### config.mk
export PLATFORM = sky130hd
export DESIGN_NAME = round_robin_context_allocator
export DESIGN_NICKNAME = d
export VERILOG_FILES = /design/src/rtl/rrca_pkg.sv /design/src/rtl/round_robin_context_allocator.sv
export SDC_FILE = /design/constraint.sdc
export NUM_CORES = 1
export LEC_CHECK = 0
export BUFFER_PORTS_ARGS = -buffer_cell sky130_fd_sc_hd__buf_4
export CAP_MARGIN = 20
export CORE_MARGIN = 10
export CORE_UTILIZATION = 54
export CTS_CLUSTER_DIAMETER = 80
export DETAILED_ROUTE_END_ITERATION = 7
export HOLD_SLACK_MARGIN = 0.1
export PLACE_DENSITY = 0.73
export SYNTH_ARGS = -nofsm -noshare
export SYNTH_HDL_FRONTEND = slang
export SYNTH_SLANG_ARGS = --single-unit
### constraint.sdc
create_clock -name clk -period 13.7 [get_ports clk]
set_input_delay 2.74 -clock clk [delete_from_list [all_inputs] [get_ports clk]]
set_output_delay 2.74 -clock clk [all_outputs]
set_load 0.02 [all_outputs]
### src/rtl/rrca_pkg.sv
`timescale 1ns / 1ps
// rrca_pkg: operation codes, status codes and sequencer state type
// for the round robin context allocator; no dependencies

package rrca_pkg;

	localparam logic [1:0] OP_ALLOC = 2'd0;
	localparam logic [1:0] OP_FREE  = 2'd1;
	localparam logic [1:0] OP_QUERY = 2'd2;

	localparam logic [1:0] STAT_OK           = 2'd0;
	localparam logic [1:0] STAT_NO_FREE      = 2'd1;
	localparam logic [1:0] STAT_ALREADY_FREE = 2'd2;

	typedef enum logic [1:0] {
		S_IDLE = 2'b01,
		S_EXEC = 2'b10
	} state_t;

endpackage

### src/rtl/round_robin_context_allocator.sv
`timescale 1ns / 1ps
// round_robin_context_allocator: next-fit slot allocator with owner table
// and busy count; depends on rrca_pkg
//
//  channel | handshake            | payload
//  --------+----------------------+-----------------------------------
//  in      | in_valid / in_stall  | op, owner_id, slot_index
//  out     | out_valid / out_stall| status, granted_slot, any_busy
//
// an accepted beat is worked on in the exec state, then the block is back in
// idle; the block takes no new beat until then. allocate scans the table in
// the shared window of up to 8 lanes, which scans up to 8 slots a cycle.
// reset clears every owned bit, the busy count and the last grant pointer
// at once; the owner table is not cleared.
// a result waits in the output register; a stalled output holds the final
// step of the next beat, earlier scan steps still go on.

module round_robin_context_allocator #(
	parameter int NUM_SLOTS  = 32,
	parameter int OWNER_BITS = 16
) (
	input  logic       clk,
	input  logic       arst_n,
	input  logic       in_valid,
	output logic       in_stall,
	input  logic [1:0] op,
	input  logic [15:0] owner_id,
	input  logic [4:0] slot_index,
	output logic       out_valid,
	input  logic       out_stall,
	output logic [1:0] status,
	output logic [4:0] granted_slot,
	output logic       any_busy
);

	localparam int IDX_W = $clog2(NUM_SLOTS);
	localparam int CNT_W = $clog2(NUM_SLOTS + 1);
	localparam int LANES = (NUM_SLOTS < 8) ? NUM_SLOTS : 8;

	rrca_pkg::state_t st_q;

	logic [1:0]            op_q;
	logic [OWNER_BITS-1:0] owner_q;
	logic [IDX_W-1:0]      free_idx_q;
	logic                  free_ok_q;
	logic [IDX_W-1:0]      cur_q;
	logic [CNT_W-1:0]      rem_q;
	logic [IDX_W-1:0]      last_q;
	logic [CNT_W-1:0]      cnt_q;
	logic [NUM_SLOTS-1:0]  slot_owned_q;
	logic [OWNER_BITS-1:0] owner_mem [NUM_SLOTS];

	logic       out_valid_q;
	logic [1:0] status_q;
	logic [4:0] granted_q;
	logic       any_busy_q;

	logic [IDX_W:0]   lane_sum [LANES];
	logic [IDX_W-1:0] lane_idx [LANES];
	logic [LANES-1:0] lane_free;
	logic             found;
	logic [IDX_W-1:0] grant_idx;
	logic             scan_last;
	logic             out_free;
	logic             accept;
	logic             commit;
	logic             advance;
	logic             free_hit;
	logic [1:0]       res_status;
	logic [CNT_W-1:0] cnt_next;

	assign accept   = in_valid && !in_stall;
	assign in_stall = (st_q != rrca_pkg::S_IDLE);
	assign out_free = !out_valid_q || !out_stall;

	// window of slots cur+1 .. cur+LANES, wrapped once
	always_comb begin
		for (int k = 0; k < LANES; k++) begin
			lane_sum[k] = {1'b0, cur_q} + (IDX_W + 1)'(k + 1);
			if (lane_sum[k] >= (IDX_W + 1)'(NUM_SLOTS)) begin
				lane_sum[k] = lane_sum[k] - (IDX_W + 1)'(NUM_SLOTS);
			end
			lane_idx[k]  = lane_sum[k][IDX_W-1:0];
			lane_free[k] = (CNT_W'(k) < rem_q) && !slot_owned_q[lane_idx[k]];
		end
	end

	// first free lane wins
	always_comb begin
		found     = 1'b0;
		grant_idx = lane_idx[0];
		for (int k = LANES - 1; k >= 0; k--) begin
			if (lane_free[k]) begin
				found     = 1'b1;
				grant_idx = lane_idx[k];
			end
		end
	end

	assign scan_last = (rem_q <= CNT_W'(LANES));
	assign free_hit  = free_ok_q && slot_owned_q[free_idx_q];
	assign commit    = (st_q == rrca_pkg::S_EXEC) && out_free &&
		((op_q != rrca_pkg::OP_ALLOC) || found || scan_last);
	assign advance   = (st_q == rrca_pkg::S_EXEC) && (op_q == rrca_pkg::OP_ALLOC) &&
		!found && !scan_last;

	always_comb begin
		res_status = rrca_pkg::STAT_OK;
		cnt_next   = cnt_q;
		case (op_q)
			rrca_pkg::OP_ALLOC: begin
				if (found) begin
					cnt_next = cnt_q + CNT_W'(1);
				end else begin
					res_status = rrca_pkg::STAT_NO_FREE;
				end
			end
			rrca_pkg::OP_FREE: begin
				if (free_hit) begin
					cnt_next = cnt_q - CNT_W'(1);
				end else begin
					res_status = rrca_pkg::STAT_ALREADY_FREE;
				end
			end
			default: begin
				res_status = rrca_pkg::STAT_OK;
			end
		endcase
	end

	always_ff @(posedge clk or negedge arst_n) begin
		if (!arst_n) begin
			st_q         <= rrca_pkg::S_IDLE;
			out_valid_q  <= 1'b0;
			cnt_q        <= '0;
			slot_owned_q <= '0;
			last_q       <= '0;
		end else begin
			if (out_valid_q && !out_stall) begin
				out_valid_q <= 1'b0;
			end
			unique case (st_q)
				rrca_pkg::S_IDLE: begin
					if (in_valid) begin
						st_q <= rrca_pkg::S_EXEC;
					end
				end
				rrca_pkg::S_EXEC: begin
					if (commit) begin
						st_q        <= rrca_pkg::S_IDLE;
						out_valid_q <= 1'b1;
						cnt_q       <= cnt_next;
						if (op_q == rrca_pkg::OP_ALLOC && found) begin
							slot_owned_q[grant_idx] <= 1'b1;
							last_q                  <= grant_idx;
						end
						if (op_q == rrca_pkg::OP_FREE && free_hit) begin
							slot_owned_q[free_idx_q] <= 1'b0;
						end
					end
				end
				default: begin
					st_q <= rrca_pkg::S_IDLE;
				end
			endcase
		end
	end

	// beat capture and scan window
	always_ff @(posedge clk) begin
		if (accept) begin
			op_q       <= op;
			owner_q    <= OWNER_BITS'(owner_id);
			free_idx_q <= IDX_W'(slot_index);
			free_ok_q  <= (32'(slot_index) < 32'(NUM_SLOTS));
			cur_q      <= last_q;
			rem_q      <= CNT_W'(NUM_SLOTS);
		end else if (advance) begin
			cur_q <= lane_idx[LANES-1];
			rem_q <= rem_q - CNT_W'(LANES);
		end
	end

	always_ff @(posedge clk) begin
		if (commit) begin
			status_q   <= res_status;
			granted_q  <= (op_q == rrca_pkg::OP_ALLOC && found) ? 5'(grant_idx) : 5'd0;
			any_busy_q <= (cnt_next != '0);
		end
	end

	// owner table, written on grant
	always_ff @(posedge clk) begin
		if (commit && op_q == rrca_pkg::OP_ALLOC && found) begin
			owner_mem[grant_idx] <= owner_q;
		end
	end

	assign out_valid    = out_valid_q;
	assign status       = status_q;
	assign granted_slot = granted_q;
	assign any_busy     = any_busy_q;

	a_cnt_matches: assert property (@(posedge clk) disable iff (!arst_n)
		32'(cnt_q) == $countones(slot_owned_q))
		else $error("busy count out of step with owned bits");

	a_rem_nonzero: assert property (@(posedge clk) disable iff (!arst_n)
		(st_q == rrca_pkg::S_EXEC && op_q == rrca_pkg::OP_ALLOC) |-> rem_q != '0)
		else $error("scan ran past the table");

	a_grant_was_free: assert property (@(posedge clk) disable iff (!arst_n)
		(commit && op_q == rrca_pkg::OP_ALLOC && found) |->
		!slot_owned_q[grant_idx])
		else $error("grant of an owned slot");

	a_grant_taken: assert property (@(posedge clk) disable iff (!arst_n)
		(commit && op_q == rrca_pkg::OP_ALLOC && found) |=>
		slot_owned_q[last_q] && owner_mem[last_q] == $past(owner_q))
		else $error("granted slot not recorded");

	a_busy_held: assert property (@(posedge clk) disable iff (!arst_n)
		out_valid_q |-> any_busy_q == (slot_owned_q != '0))
		else $error("reported busy flag differs from table");

endmodule
# Word level (Yosys, flattened, before mapping)

Index checks and enable logic that the tools add are counted.

Flip-flop bits (word level): 72
Input port bits: 27
Output and inout port bits: 10
Logic and storage cells: 175

$add $sub $neg: 19
$lt $le $gt $ge: 29
Eq/ne operators: 6
Muxes and demuxes: 64
Bitwise operators: 3
Reduce and logical (&&, ||, !) cells: 42

Operator list:

| operator                                                    | number |
|---|---|
| two-way mux 32 bit                                          | 4 |
| two-way mux 5 bit                                           | 18 |
| less-than comparator 5 x 6 -> 1 bit (second input constant) | 10 |
| >= comparator 6 bit (second input constant)                 | 8 |
| binary-select mux 1 bit (select 5 bit)                      | 9 |
| subtractor 5 x 1 -> 5 bit (second input constant)           | 8 |
| bitwise AND 32 bit                                          | 1 |
| NOT 32 bit                                                  | 1 |
| bitwise OR 32 bit                                           | 1 |
| adder 5 x 3 -> 6 bit (second input constant)                | 4 |
| less-than comparator 3 x 6 -> 1 bit (first input constant)  | 4 |
| two-way mux 1 bit                                           | 23 |
| logical AND 1 bit                                           | 19 |
| zero test 1 bit                                             | 13 |
| adder 5 x 2 -> 6 bit (second input constant)                | 2 |
| less-than comparator 1 x 6 -> 1 bit (first input constant)  | 2 |
| less-than comparator 2 x 6 -> 1 bit (first input constant)  | 2 |
| two-way mux 6 bit                                           | 2 |
| one-hot mux 6 bit (2 select lines)                          | 1 |
| demux 1 bit (select 5 bit)                                  | 2 |
| >= comparator 5 x 1 -> 1 bit (second input constant)        | 2 |
| one-hot mux 2 bit (2 select lines)                          | 2 |
| adder 5 x 1 -> 6 bit (second input constant)                | 1 |
| adder 5 x 4 -> 6 bit (second input constant)                | 1 |
| other kinds (15)                                            | 23 |

# Logic depth before layout (Yosys ltp)

Gate-level depths: netlist of run 1.

Depth in word-level cells: 25
Depth in mapped cells: 18
Gate-level depth less buffers: 12

# Least setup slack after synthesis of run 1

Ideal clock, no wire load.

Path kind: reg-to-reg
Start: reg cur_q[1]
End: reg any_busy_q, in the netlist any_busy (data pin)
Library setup time: 272 ps
Data arrival time: 4,124 ps
Required time: 13,428 ps
Setup slack: 9,304 ps
Stages on the path, launching flop included: 18
Buffers on the path: 5
Clock period less this slack: 4,396 ps
Path through: edfxtp_1 > buf_4 > buf_6 > buf_6 > buf_2 > inv_1 > ha_1 > buf_2 > inv_2 > mux2_2 > mux4_2 > a21o_1 > a21oi_2 > nor2b_2 > a21oi_4 > a41oi_2 > xnor2_1 > or4b_1

Cells in the longest elaborated chain, start to end: 18
Elaborated cells on any way between the ends: 75
Those cells by class: add/sub (16); order compare (8); mux (34); reduce/logical (17)

RTL lines:

| item                                                                    | RTL line                                                                 | text |
|---|---|---|
| from (decl)                                                             | round_robin_context_allocator.sv:46                                      | `logic [IDX_W-1:0] cur_q;` |
| from (signal assigned)                                                  | round_robin_context_allocator.sv:176                                     | `cur_q <= last_q;` |
| from (signal assigned)                                                  | round_robin_context_allocator.sv:179                                     | `cur_q <= lane_idx[LANES-1];` |
| adder 5 x 4 -> 6 bit                                                    | round_robin_context_allocator.sv:79                                      | `lane_sum[k] = {1'b0, cur_q} + (IDX_W + 1)'(k + 1);` |
| subtractor 5 x 1 -> 5 bit / >= comparator 6 bit (equally long branches) | round_robin_context_allocator.sv:81, round_robin_context_allocator.sv:80 |  |
| two-way mux 5 bit                                                       | round_robin_context_allocator.sv:80                                      | `if (lane_sum[k] >= (IDX_W + 1)'(NUM_SLOTS)) begin` |
| binary-select mux 1 bit (select 5 bit)                                  | round_robin_context_allocator.sv:84                                      | `lane_free[k] = (CNT_W'(k) < rem_q) && !slot_owned_q[lane_idx[k]];` |
| two-way mux 1 bit (not written as such)                                 | round_robin_context_allocator.sv:84                                      |  |
| zero test 1 bit                                                         | round_robin_context_allocator.sv:84                                      |  |
| logical AND 1 bit                                                       | round_robin_context_allocator.sv:84                                      |  |
| two-way mux 1 bit (7 in a row)                                          | round_robin_context_allocator.sv:93                                      | `if (lane_free[k]) begin` |
| two-way mux 1 bit *                                                     | round_robin_context_allocator.sv:93                                      |  |
| two-way mux 6 bit *                                                     | round_robin_context_allocator.sv:112                                     | `if (found) begin` |
| one-hot mux 6 bit (2 select lines) *                                    | round_robin_context_allocator.sv:110                                     | `case (op_q)` |
| nonzero test 6 bit *                                                    | round_robin_context_allocator.sv:188                                     | `any_busy_q <= (cnt_next != '0);` |
| to (signal assigned)                                                    | round_robin_context_allocator.sv:188                                     |  |
| to (decl)                                                               | round_robin_context_allocator.sv:56                                      | `logic any_busy_q;` |

Mark *: on every way between the ends. The rest lies on a longest branch, timed or not. The select of a mux whose other input is x is not followed.
A chain may end at the register's enable or synchronous reset.

# Worst setup path after layout of run 1

Start: reg cur_q[2]
End: reg slot_owned_q[13]

Cells in the longest elaborated chain, start to end: 25
Elaborated cells on any way between the ends: 96
Those cells by class: add/sub (16); order compare (10); mux (46); bitwise (2); reduce/logical (22)

RTL lines:

| item                                                                    | RTL line                                                                 | text |
|---|---|---|
| adder 5 x 4 -> 6 bit                                                    | round_robin_context_allocator.sv:79                                      |  |
| subtractor 5 x 1 -> 5 bit / >= comparator 6 bit (equally long branches) | round_robin_context_allocator.sv:81, round_robin_context_allocator.sv:80 |  |
| two-way mux 5 bit                                                       | round_robin_context_allocator.sv:80                                      |  |
| binary-select mux 1 bit (select 5 bit)                                  | round_robin_context_allocator.sv:84                                      |  |
| two-way mux 1 bit (not written as such)                                 | round_robin_context_allocator.sv:84                                      |  |
| zero test 1 bit                                                         | round_robin_context_allocator.sv:84                                      |  |
| logical AND 1 bit                                                       | round_robin_context_allocator.sv:84                                      |  |
| two-way mux 5 bit (8 in a row)                                          | round_robin_context_allocator.sv:93                                      |  |
| [... 2 more ...]                                                        | --                                                                       |  |
| two-way mux 1 bit (not written as such)                                 | round_robin_context_allocator.sv:154                                     | `slot_owned_q[grant_idx] <= 1'b1;` |
| demux 1 bit (select 5 bit)                                              | round_robin_context_allocator.sv:154                                     |  |
| bitwise OR 32 bit (no source line)                                      | --                                                                       |  |
| two-way mux 32 bit                                                      | round_robin_context_allocator.sv:153                                     | `if (op_q == rrca_pkg::OP_ALLOC && found) begin` |
| two-way mux 32 bit                                                      | round_robin_context_allocator.sv:149                                     | `if (commit) begin` |
| two-way mux 32 bit                                                      | round_robin_context_allocator.sv:142                                     | `unique case (st_q)` |
| bitwise AND 32 bit (no source line)                                     | --                                                                       |  |
| two-way mux 32 bit                                                      | round_robin_context_allocator.sv:157                                     | `if (op_q == rrca_pkg::OP_FREE && free_hit) begin` |
| to (signal assigned)                                                    | round_robin_context_allocator.sv:136                                     | `slot_owned_q <= '0;` |
| to (signal, indexed assignment)                                         | round_robin_context_allocator.sv:154                                     |  |
| to (signal, indexed assignment)                                         | round_robin_context_allocator.sv:158                                     | `slot_owned_q[free_idx_q] <= 1'b0;` |
| to (decl)                                                               | round_robin_context_allocator.sv:50                                      | `logic [NUM_SLOTS-1:0] slot_owned_q;` |

Parallel ways exist; a longest one is shown, timed or not. The select of a mux whose other input is x is not followed.

==> results of run 1 <==
critical path, stage by stage (launching register included):
cell and delay, ns:
edfxtp_1 0.33, buf_4 0.32, inv_1 0.30, ha_1 0.75, mux4_2 0.57, mux2i_1 0.24
mux2i_1 0.16, nor3_1 0.50, nor2_1 0.26, a311oi_1 0.31, o21a_1 0.24, xnor2_1 0.09
buf_4 0.21, or3_1 0.67, o21ai_2 0.24
per-stage QoR:
step	cell area (sq um)	total power [mW]	util	setup slack, ns	std cells
global route	6877	1.560	0.5971	8.225	795
global placement	6576	1.193	0.5711	8.585	779
finish	6877	1.481	0.5971	8.443	795
floorplan	6401	1.007	-	9.304	642
CTS	6877	1.458	0.5971	8.512	795
detailed placement	6576	1.219	0.5711	8.549	779
cell families after synthesis:
kind of cell / synth area share
AND/OR/NAND/NOR: 0.1851
buffers and inverters: 0.04730
multiplexers: 0.2308
AO/OA/AOI/OAI: 0.1851
XOR/XNOR: 0.04105
adder cells (fa/ha/maj): 0.02737
flip-flops: 0.2832
area by class of cell:
| type | count | area [sq um] |
|---|---|---|
| clock inverter | 7 | 75.07 |
| clock buffer | 9 | 225.2 |
| inverter | 25 | 96.34 |
| fill | 979 | 4639 |
| multi-input combinational | 515 | 4285 |
| sequential | 69 | 1813 |
| tap | 143 | 178.9 |
| timing repair buffer | 27 | 202.7 |
cell usage in the layout (no fill, tap or decap), drive strengths merged, types with 10 or more instances in the layout:
cell / n
a21oi: 19
and2: 10
buf: 27
dfrtp: 45
edfxtp: 20
ha: 14
inv: 25
mux2: 20
mux2i: 32
mux4: 40
nand2: 97
nand2b: 12
nand3: 19
nor2: 37
nor2b: 15
nor3: 16
o21ai: 24
o31ai: 24
xnor2: 20
xor2: 10
registers in the layout, indices dropped and copies added, names as in the netlist, 2 cells and up:
register and cells:
last_q 5, st_q 2, op_q 2, slot_owned_q 32, cur_q 5, granted_slot 5
rem_q 3, cnt_q 6, status 2, free_idx_q 5
power groups by stage:
stage	Combinational, mW	Sequential (mW)	Clock [mW]
global placement	0.831	0.362	0
detailed placement	0.851	0.368	0
global route	0.935	0.379	0.246
floorplan	0.678	0.328	0
finish	0.877	0.370	0.234
CTS	0.858	0.365	0.236
layer usage:
| metal | GRT usage | vias to the layer above | share of wire |
|---|---|---|---|
| met5 | 0 | - | 0 |
| met2 | 0.3553 | 320 | 0.47 |
| met1 | 0.2912 | 2691 | 0.41 |
| met3 | 0.04148 | 57 | 0.084 |
| li1 | - | 2448 | - |
| met4 | 0.09231 | 0 | 0.033 |
path summary, 6_finish.rpt:
| check | cells past startpoint | slack [ns] | end |
|---|---|---|---|
| setup / recovery | 14 | 8.44 | slot_owned_q[13] |
| hold reg to reg | 2 | 0.48 | last_q[1] |
| min in group asynchronous | 1 | 2.41 | slot_owned_q[21] |
| setup reg to reg | 14 | 8.44 | slot_owned_q[13] |
| max in group asynchronous | 1 | 10.88 | slot_owned_q[12] |
| hold / removal | 2 | 0.48 | last_q[1] |
==> flow_metrics.py, run 1 <==
metrics = {
    "setup_path": {
        "cp-end-kind": "flop",
        "startpoint": "cur_q[2]",
        "worstPathMaxFanout": 22,
        "path_class": "flop to flop",
        "crit-reg2reg-launch": "cur_q[2]",
        "worstPathArrival_ns": 5.52,
        "timing.critical_path.required_ns": 13.96,
        "setup.worst_path.start_class": "flop",
    },
    "power_and_ir_drop": {
        "power.switching_fraction": 0.4848,
        "power.combinational.fraction": 0.592,
        "p_leak_nw": 2.638,
        "share_clk_of_total_power": 0.158,
        "switching_power_uw": 717.8,
        "power-per-cell-area_mw_per_mm2": 215.3,
        "worst_ir_drop_vdd_uv": 130.9,
        "p_int_uw": 762.9,
        "sequential_share_of_power": 0.250,
    },
    "logic_synthesis": {
        "synth_flop_cell": "dfrtp_1",
        "synth_warnings": 0,
        "netlist.area_leader.share": 0.1759,
        "synthTopCellsByArea": "dfrtp_1 18%, mux4_2 13%, edfxtp_1 9.4%",
        "synth-seq-area-share": 0.2832,
        "syn_nets": 683,
        "post_synth_inst_count": 642,
        "syn-cell-area_sq_mm": 0.006401,
        "synth-async-reset-ratio": 0.6667,
        "synthMostInstantiatedCell": "nand2_1",
        "synth_top_area_cell": "dfrtp_1",
        "synth.top_cells.by_count": "94 x nand2_1, 45 x dfrtp_1, 36 x mux4_2, 34 x nor2_1, 31 x mux2i_1",
        "postSynthRegisterBits": 69,
        "post_synth.cell_area_avg_sq_um": 9.971,
        "number_of_synthesized_flops_with_an_enable_pin": 20,
        "post_synth_cell_types": 92,
    },
    "routing": {
        "final_antenna_net_count": 0,
        "drtPass1Iterations": 5,
        "dr.first_iter.drc_count": 525,
        "vias": 5516,
        "routedWlPerCell_um": 23.05,
        "vias_per_cell": 6.938,
        "drt_wl_total_um": 18330,
        "drt_drc_violations_left": 0,
    },
    "final_layout": {
        "areaGrowthSynthToFinish_pct": 7.428,
        "drive_gt1_frac": 0.2316,
        "diodes": 0,
        "fin_nets": 688,
    },
    "global_routing": {
        "grt_max_degree": 47,
        "antenna_violations_before_repair": 0,
        "grt_pass1_wl_um": 29410,
        "grt_pass1_vias": 5409,
        "grt_util_all_layers": 0.2223,
        "grt_remaining_overflow": 0,
    },
    "timing": {
        "clock-skew-final_ns": 0.009875,
        "min_period_over_period": 0.3837,
        "holdWs_ns": 0.4806,
        "hold_viol": 0,
        "drv_slew": 0,
        "final_period_demand_of_the_worst_path_ns": 5.257,
        "setup-violations-final": 0,
        "fmax_mhz": 190.2,
        "final.setup.tns_ns": 0,
        "maxSlewHeadroom": 0.3813,
        "rsz0062_at_grt": "no",
        "timing_worst_slew_pin_value_ns": 0.9210,
    },
    "min_path": {
        "min-delay-path-class": "flop to flop",
        "hold_path_startpoint": "last_q[1]",
    },
    "clock_tree": {
        "cts_num_sinks": 69,
        "cts_hold_buffers": 0,
        "post_cts_buffers": 0,
        "worstSkewPairLatency_ns": 0.34,
        "clock_buffer_count_from_cts": 9,
        "clkSlewWorstSetupHoldPaths_ns": 0.06,
        "tritoncts": "done",
        "cts-root-buf": "clkbuf_16",
        "ctsHtreeMaxLevel": 3,
        "cts.path.max_buffers": 2,
        "postCtsResizedCells": 0,
    },
    "floorplan": {
        "die_w_um": 128.9,
        "floorplan.core_area_sq_mm": 0.01152,
        "initial_utilization": 0.5558,
        "floorplan.rows": 39,
        "io_pins": 37,
        "die-area_sq_mm": 0.01661,
        "die_height_um": 128.9,
    },
    "placed_design": {
        "dp_hpwl_um": 13270,
        "placement.io_buffers": 20,
        "gp_congestion": 1.007,
    },
    "job": {
        "max-cap-violations": 0,
    },
    "outcome": {
        "status": "finished, final reports clean",
    },
}
(Power assumes the default switching activity.)
==> run 2: changes to the inputs <==
PLACE_DENSITY = 0.76   (was 0.73)
clock period = 4.7 ns   (was 13.7 ns; I/O delays follow)
==> run 2 against run 1 <==
  * Non-clock buffer count is 11 higher
  * Sequential share of layout area is 0.33 points lower
  * Critical path depth is 2 lower
  * Critical path type unchanged
  * Clock power grew to 2.8 times the previous value
  * Final cell count is 1.4% higher
  * Register-to-register slack worse by 8.2 ns
  * Sequential power grew to 2.9 times the previous value
  * Core utilization is 0.76 points higher
  * Largest power group unchanged
  * Clock skew is 0.0026 ns lower
  * Global-route usage is 0.46 points higher
  * Cell area is 1.3% higher
==> flow_metrics.py, run 2 (synthesis gave the netlist of run 1 again) <==
metrics = {
    "floorplan": {
        "io_pins": 37,
        "die_height_um": 128.9,
        "initial_utilization": 0.5558,
        "die_w_um": 128.9,
        "floorplan.rows": 39,
        "floorplan.core_area_sq_mm": 0.01152,
        "die-area_sq_mm": 0.01661,
    },
    "routing": {
        "routedWlPerCell_um": 22.94,
        "drtPass1Iterations": 5,
        "vias_per_cell": 6.814,
        "met3WireLength_um": 1364,
        "top_layer_used": "met4",
        "vias": 5492,
        "drt_drc_violations_left": 0,
        "drt_wl_total_um": 18490,
        "final_antenna_net_count": 0,
        "dr.first_iter.drc_count": 595,
        "detailroute.wirelength.met2_um": 8892,
        "met1_length_um": 7467,
    },
    "clock_tree": {
        "ctsHtreeMaxLevel": 3,
        "cts-root-buf": "clkbuf_16",
        "clock_buffer_count_from_cts": 9,
        "worstSkewPairLatency_ns": 0.33,
        "tritoncts": "done",
        "cts.path.max_buffers": 2,
        "post_cts_buffers": 0,
        "postCtsResizedCells": 0,
        "cts_num_sinks": 69,
        "cts_hold_buffers": 0,
        "clkSlewWorstSetupHoldPaths_ns": 0.05,
    },
    "global_routing": {
        "grt_util_all_layers": 0.2269,
        "grt_pass1_vias": 5515,
        "grt_remaining_overflow": 0,
        "grt_max_degree": 47,
        "grt_pass1_wl_um": 29730,
        "antenna_violations_before_repair": 0,
    },
    "min_path": {
        "worst_hold_path.num_cells": 2,
        "min-delay-path-class": "flop to flop",
        "hold_path_startpoint": "last_q[1]",
        "holdPathEnd": "last_q[1]",
    },
    "power_and_ir_drop": {
        "power-per-cell-area_mw_per_mm2": 626.0,
        "worst_ir_drop_vdd_uv": 345.5,
        "p_leak_nw": 2.692,
        "p_int_mw": 2.278,
        "switching_power_mw": 2.082,
        "sequential_share_of_power": 0.247,
        "power.combinational.fraction": 0.601,
        "share_clk_of_total_power": 0.152,
        "power.switching_fraction": 0.4775,
    },
    "placed_design": {
        "gp_congestion": 0.9496,
        "dp_hpwl_um": 13970,
        "placement.io_buffers": 20,
    },
    "timing": {
        "final_period_demand_of_the_worst_path_ns": 4.439,
        "rsz0062_at_grt": "no",
        "holdWs_ns": 0.4834,
        "setup-violations-final": 0,
        "min_period_over_period": 0.9445,
        "final.setup.tns_ns": 0,
        "timing_worst_slew_pin_value_ns": 0.7932,
        "maxSlewHeadroom": 0.4575,
        "clock-skew-final_ns": 0.007317,
        "hold_viol": 0,
        "drv_slew": 0,
        "fmax_mhz": 225.3,
    },
    "final_layout": {
        "fin_nets": 699,
        "biggestRegsByFlops": "slot_owned_q: 32 flops, cnt_q: 6 flops",
        "largest_register_ff_count": 32,
        "final.fill_count": 956,
        "max_flop_register": "slot_owned_q",
        "multi_input_comb_area_sq_mm": 0.004293,
        "layout.cells.most_common": "nand2_1",
        "diodes": 0,
        "drive_gt1_frac": 0.2428,
        "register_area_sq_mm": 0.001813,
        "areaGrowthSynthToFinish_pct": 8.796,
        "most-common-layout-cells": "94 x nand2_1, 45 x dfrtp_1, 37 x buf_4",
        "fin_util": 0.6047,
    },
    "setup_path": {
        "crit-reg2reg-launch": "cur_q[1]",
        "cp-end-kind": "flop",
        "path_class": "flop to flop",
        "setup.reg_to_reg.worst_slack_ns": 0.26,
        "timing.critical_path.required_ns": 4.95,
        "worst_reg2reg_path_endpoint": "slot_owned_q[17]",
        "setup.worst_path.start_class": "flop",
        "worstPathArrival_ns": 4.69,
        "worstPathMaxFanout": 10,
        "r2r.worst_path.cells": 12,
    },
    "outcome": {
        "status": "finished, final reports clean",
    },
    "job": {
        "max-cap-violations": 0,
    },
}
run 2: metal layers:
layer,up-vias,global-route usage
li1,2468,-
met1,2697,0.2888
met2,273,0.3668
met3,54,0.04353
met4,0,0.1057
met5,-,0
run 2: through the flow:
stage | cells | cell area, sq um | power [mW] | setup slack, ns
6_report | 806 | 6964 | 4.360 | 0.2609
3_5_place_dp | 790 | 6659 | 3.631 | 0.2475
4_1_cts | 806 | 6953 | 4.308 | 0.2112
5_1_grt | 806 | 6964 | 4.609 | 0.06544
2_1_floorplan | 642 | 6401 | 2.934 | 0.3042
3_3_place_gp | 790 | 6659 | 3.558 | 0.2979
run 2: worst max path at each step:
stage | startpoint | endpoint | slack [ns] | cells after the start
2_1_floorplan | cur_q[1] | any_busy | 0.30 | 17
3_3_place_gp | cur_q[1] | any_busy | 0.30 | 12
3_5_place_dp | cur_q[1] | slot_owned_q[9] | 0.25 | 12
4_1_cts | cur_q[1] | slot_owned_q[17] | 0.21 | 12
5_1_grt | cur_q[1] | slot_owned_q[17] | 0.07 | 12
6_report | cur_q[1] | slot_owned_q[17] | 0.26 | 12
run 2: layout make-up:
| type | instances | area share |
|---|---|---|
| inverters | 25 | 0.01383 |
| flip-flops and latches | 69 | 0.2603 |
| clock inverters | 5 | 0.007366 |
| repair buffers | 38 | 0.04150 |
| well taps | 143 | 0.02569 |
| multi-input cells | 515 | 0.6164 |
| clock buffers | 11 | 0.03485 |
run 2: power by group through the flow:
stage	Combinational [mW]	Clock, mW	Sequential [mW]
floorplan	1.98	0	0.957
global placement	2.50	0	1.05
detailed placement	2.56	0	1.07
CTS	2.57	0.668	1.07
global route	2.81	0.701	1.10
finish	2.62	0.662	1.08
run 2: critical path, stage by stage, from the launching register on:
cell and delay [ns]:
edfxtp_1 0.39, inv_1 0.26, ha_1 0.44, inv_2 0.28, mux2_2 0.40, mux4_2 0.50, a21o_1 0.20, a21oi_2 0.33
nor2b_2 0.16, a21oi_4 0.30, nand2_2 0.19, or3_1 0.65, o21ai_2 0.24
